`src/sv/km_div.sv`:
```
// restoring unsigned divider, one quotient bit per cycle
// no dependencies
module km_div #(
    parameter int N_W = 26,
    parameter int D_W = 11
) (
    input  logic           i_clk,
    input  logic           i_rst_n,
    input  logic           i_start,
    input  logic [N_W-1:0] i_num,
    input  logic [D_W-1:0] i_den,
    output logic           o_done,
    output logic [N_W-1:0] o_quo
);
    localparam int C_W = (N_W > 1) ? $clog2(N_W) : 1;

    logic           r_busy;
    logic [C_W-1:0] r_cnt;
    logic [D_W:0]   r_rem;
    logic [N_W-1:0] r_quo;
    logic [D_W-1:0] r_den;
    logic [D_W:0]   w_shift;
    logic           w_fit;

    assign w_shift = {r_rem[D_W-1:0], r_quo[N_W-1]};
    assign w_fit   = w_shift >= {1'b0, r_den};
    assign o_quo   = r_quo;

    always_ff @(posedge i_clk) begin
        if (!i_rst_n) begin
            r_busy <= 1'b0;
            o_done <= 1'b0;
        end else begin
            o_done <= 1'b0;
            if (i_start) begin
                r_busy <= 1'b1;
                r_cnt  <= C_W'(N_W - 1);
                r_rem  <= '0;
                r_quo  <= i_num;
                r_den  <= i_den;
            end else if (r_busy) begin
                r_rem <= w_fit ? (w_shift - {1'b0, r_den}) : w_shift;
                r_quo <= {r_quo[N_W-2:0], w_fit};
                if (r_cnt == '0) begin
                    r_busy <= 1'b0;
                    o_done <= 1'b1;
                end else begin
                    r_cnt <= r_cnt - 1'b1;
                end
            end
        end
    end
endmodule

```
`config.mk`:
```
export PLATFORM = sky130hd
export DESIGN_NAME = km_div
export DESIGN_NICKNAME = d
export VERILOG_FILES = /design/src/sv/km_div.sv
export SDC_FILE = /design/constraint.sdc
export NUM_CORES = 1
export LEC_CHECK = 0
export CAP_MARGIN = 40
export CORE_MARGIN = 5
export CORE_UTILIZATION = 35
export CTS_CLUSTER_DIAMETER = 200
export DETAILED_ROUTE_END_ITERATION = 6
export DONT_BUFFER_PORTS = 1
export PLACE_DENSITY = 0.47
export SLEW_MARGIN = 20
export SYNTH_ARGS = -nofsm -noshare
export SYNTH_HDL_FRONTEND = slang
export SYNTH_SLANG_ARGS = --single-unit
```
`constraint.sdc`:
```
create_clock -name i_clk -period 4.7 [get_ports i_clk]
set_clock_uncertainty 0.15 [all_clocks]
set_input_delay 0.47 -clock i_clk [delete_from_list [all_inputs] [get_ports i_clk]]
set_output_delay 0.47 -clock i_clk [all_outputs]
set_load 0.005 [all_outputs]
```
# [Word-level counts from Yosys, hierarchy flattened]
# Cells that the tools add are included.
[totals] regBits=55 input_bits=40 out_inout_bits=27 wordCells=28
[op_classes] n_addsub=2 n_lt_le_gt_ge=1 eq_ne=1 mux=10 n_bitwise=2 n_reduce_logical=6
[op_table] cell="26-bit 2-to-1 mux" n=2
[op_table] cell="11-bit 2-to-1 mux" n=2
[op_table] cell="12-bit by 11-bit >= comparator with 1-bit output" n=1
[op_table] cell="11-bit subtractor" n=1
[op_table] cell="5-bit 2-to-1 mux" n=2
[op_table] cell="5-bit zero test" n=1
[op_table] cell="5-bit by 1-bit subtractor with 5-bit output (second input constant)" n=1
[op_table] cell="1-bit 2-to-1 mux" n=4
[op_table] cell="2-bit AND reduction" n=2
[op_table] cell="3-bit AND reduction" n=1
[op_table] cell="3-bit OR reduction" n=1
[op_table] cell="2-bit != test (second input constant)" n=1
[op_table] cell="1-bit inverter" n=2
[op_table] cell="2-bit nonzero test" n=1

# [Longest topological paths before layout]
[depth] ltp_word=4 mapped_depth=10 ltp_nobuf=9

# [Worst setup path before layout]
# Ideal clock, no wire load.
[synth_timing] path_type="in2reg" from="input i_start" to="register r_cnt[0] (enable)" setup_time_ns=0.350 arrival_ns=2.212 t_required_ns=4.200 setup_slack_ns=1.987 stages=3 n_path_buf=1 path_cell_list="clkbuf_1 > o21a_1 > a21boi_1"
[synth_via] elab_chain_cells=2 elab_cells_between_ends=3 cone_classes="eq/ne (1); reduce/logical (2)"
[synth_lines] item="start: declaration" line_no="9" source="input logic i_start,"
[synth_lines] item="2-bit != test (no source line) or 2-bit nonzero test (tied branches)"
[synth_lines] item="3-bit AND reduction (no source line) (*)"
[synth_lines] item="end signal: assignment" line_no="37" source="r_cnt <= C_W'(N_W - 1);"
[synth_lines] item="end signal: assignment" line_no="48" source="r_cnt <= r_cnt - 1'b1;"
[synth_lines] item="end: declaration" line_no="18" source="logic [C_W-1:0] r_cnt;"
# Mark *: on every way between the ends. The rest lies on a longest branch, timed or not.
# A chain may end at the register's enable or synchronous reset.

# [Worst setup path in the final report]
[layout_timing] from="register r_rem[4]" to="register r_rem[9], data pin"
[layout_via] elab_chain_cells=3 elab_cells_between_ends=4 cone_classes="add/sub (1); order compare (1); mux (2)"
[layout_lines] item="start: declaration" line_no="19" source="logic [D_W:0] r_rem;"
[layout_lines] item="start signal: assignment" line_no="42" source="r_rem <= w_fit ? (w_shift - {1'b0, r_den}) : w_shift;"
[layout_lines] item="11-bit subtractor or 12-bit by 11-bit >= comparator with 1-bit output (tied branches)" line_no="42, 26"
[layout_lines] item="11-bit 2-to-1 mux (*)" line_no="42"
[layout_lines] item="11-bit 2-to-1 mux (*)" line_no="41" source="end else if (r_busy) begin"
# Mark *: on every way between the ends. The rest lies on a longest branch, timed or not. The select of a mux whose other input is x is not followed.

==> impl_results.md <==
* All-Layer GR Usage at 12.0%
* Power per cell area at 365 mW/mm2
* Clk pin slew, worst setup/hold paths at 0.11 ns
* Ys Warns at 0
* Fraction of synthesized area in multiplexers at 9.83%
* Crit path max fanout at 7
* CTS root buf: clkbuf_8
* Die Area at 0.0101 mm2
* Cells after Synth at 221
* Final ANT Viol Nets at 0
* Die W at 100 um
* Required time of the critical path at 4.61 ns
* Post-CTS Setup Inserts at 0
* XOR/XNOR Fraction of Synth Area at 2.45%
* Final worst path period need at 2.66 ns
* Largest net degree at the start of global routing at 40
* Fin. Hold Viols at 0
* Maximum root-to-sink buffer count at 2
* P_leak at 1.14 nW
* IO Count at 67
* Drt pass-1 iters at 4
* Worst Setup End Kind: flip-flop
* Crit-path max cell delay at 0.42 ns
* Global-route wire length before repair at 9570 um
* CTS tree: done
* Largest family of logic cells by synthesized area: compound AO/OA/AOI/OAI gates
* Initial DRC Count at 78
* Maximum level of the CTS H-tree at 2
* Post_cts resized at 0
* Startpoint Class: flip-flop
* WS Path Type: reg2reg
* Layout cells sized above 1 at 13.4%
* Compound-Gate Fraction of Synth Area at 11.7%
* Via count at 1,726
* Hold buffer count at CTS at 0
* Commonest non-fill, non-tap cell in the layout: edfxtp_1
* CTS Buf Count at 5
* Post-Syn Area per Cell at 13.0 um2
* Die height at 100 um
* Worst Tran Pin Value at 0.712 ns
* Final Net Count at 277
* Synthesized cell area at 0.00286 mm2
* Post-Synth Simple-Gate Area at 9.17%
* Clock insertion delay at the later pin of the skew report at 0.31 ns
* Synth Register Bits at 55
* Main synth FF type: edfxtp_1
* Core Region at 0.00809 mm2
* Vias in the first global route at 1,847
* Post-route setup slack at 2.04 ns
* # DRC at 0
* Area Growth Syn to Fin at 6.95%
* Placed cell count at 321
* Vias per inst at 5.23
* Global placer's final weighted congestion at 0.766
* GR Overflow Total at 0
* Status: finished clean
* Dpl ws at 2.07 ns
* Initial antenna violation count at 1
* Mapped Nets at 275
* RSZ-0062 raised after global routing: false
* Fillcell total at 800
* Post-synth EDFFs at 53
* Slew margin rel. at 52.5%
* Max-slew violations at 0
* Share of flip-flops with an asynchronous set or reset at 0%
* Final Setup Violations at 0
* Post-Synth Adder-Cell Area at 6.38%
* Starting density of the core at 35.4%
* CTS sink count at 55
* Netlist cell types at 43
* Post-synthesis sequential area ratio at 57.0%
* HPWL Detailed at 4270 um
* Cell Rows at 33
* CP Data Arrival Time at 2.57 ns
* Wirelength per Cell at 17.5 um
* CP bufs+invs at 0
* Commonest cells after routing, fill and taps aside: 53 x edfxtp_1, 18 x inv_1, 15 x mux2_1
* VDD IR max at 145 uV
* DRT Wirelength at 5780 um
* Crit path max-delay cell type: edfxtp_1
* Crit-path cells: ha_1, a21o_1, or3_4, o21a_4, nor3_4, nor2_2, a41o_1
* CP delay by family, top: simple AND/OR/NAND/NOR gates
* Setup TNS at 0 ns
* I/O Buffers at 0
* Worst hold path class: in2reg
* MaxCap Viol Count at 0
* Layout Cells excl Fill at 330
* Period utilization at 56.5%
* Max Fclk at 376 MHz
-- final timing paths --
path	start	end	slack, ns	cells past startpoint
max	r_rem[4]$_SDFFCE_PP0P_	r_rem[9]$_SDFFCE_PP0P_	2.04	7
min	i_den[5]	r_den[5]$_DFFE_PP_	0.1	0
max reg2reg	r_rem[4]$_SDFFCE_PP0P_	r_rem[9]$_SDFFCE_PP0P_	2.04	7
min reg2reg	r_busy$_SDFF_PN0_	o_done$_SDFF_PP0_	0.39	1
-- metrics by stage --
step / area [um2] / hold WS (ns) / utilization [%] / total power [mW]
after CTS: 3060 / 0.0833 / 37.8 / 1.13
final: 3060 / 0.0986 / 37.8 / 1.12
after global placement: 2970 / 0.374 / 36.7 / 0.864
after global routing: 3060 / 0.0662 / 37.8 / 1.19
after floorplan: 2860 / 0.340 / - / 0.814
after detailed placement: 2970 / 0.379 / 36.7 / 0.858
-- sequential cells by signal (all words and copies together), names as in the netlist --
name,count
o_done,1
o_quo,26
r_busy,1
r_cnt,5
r_den,11
r_rem,11
-- cells in the mapped netlist (2+ instances only) --
| master | n | area (um2) |
|---|---|---|
| a21o_1 | 2 | 15.0 |
| o21ai_1 | 8 | 40.0 |
| a21oi_2 | 4 | 35.0 |
| nand2b_1 | 4 | 25.0 |
| mux2_1 | 15 | 169 |
| o21a_1 | 3 | 22.5 |
| mux2_2 | 10 | 113 |
| inv_1 | 18 | 67.6 |
| nand2_1 | 13 | 48.8 |
| or3_4 | 2 | 22.5 |
| nor2_1 | 9 | 33.8 |
| nor3_1 | 2 | 10.0 |
| o211a_1 | 2 | 20.0 |
| o211ai_1 | 4 | 30.0 |
| ha_1 | 13 | 163 |
| dfxtp_1 | 2 | 40.0 |
| a211oi_1 | 3 | 22.5 |
| a21oi_1 | 11 | 55.1 |
| xnor2_1 | 8 | 70.1 |
| clkbuf_1 | 4 | 15.0 |
| nor3_4 | 2 | 32.5 |
| nand3_1 | 5 | 25.0 |
| a21boi_1 | 2 | 15.0 |
| o21ai_0 | 4 | 20.0 |
| edfxtp_1 | 53 | 1590 |
-- where the power goes --
part | internal, mW | total [mW] | switching [mW]
clock | 0.107 | 0.268 | 0.161
sequential | 0.588 | 0.613 | 0.0244
combinational | 0.101 | 0.238 | 0.137
-- worst reg2reg max path, stage by stage, from the launching register on --
cell and delay (ns):
edfxtp_1 0.42, ha_1 0.38, a21o_1 0.21, or3_4 0.33
o21a_4 0.23, nor3_4 0.32, nor2_2 0.14, a41o_1 0.23
-- per-layer routing --
layer	up-vias	global-route usage [%]	part of all wire, %
met5	-	0	0
met4	0	3.83	1.4
met3	10	4.91	7.8
met2	58	18.6	46
met1	831	15.4	45
li1	827	-	-
-- final cells by class --
class                   instances  area (um2)  area share, %
flip-flops and latches         55        1630           53.3
repair buffers                  1        7.51          0.245
clock inverters                 3        22.5          0.735
diodes                          1        2.50         0.0817
inverters                      18        67.6           2.21
multi-input cells             142        1130           36.9
well taps                     105         131           4.29
clock buffers                   5        68.8           2.25
-- cells by family (layout without fill, tap and decap cells) --
group / count (synthesis) / in the layout
flip-flops: 55 / 55
AO/OA/AOI/OAI: 49 / 49
AND/OR/NAND/NOR: 46 / 46
multiplexers: 25 / 25
buffers and inverters: 24 / 27
adder cells (fa/ha/maj): 14 / 14
XOR/XNOR: 8 / 8
other: 0 / 1
(Power assumes the default switching activity.)
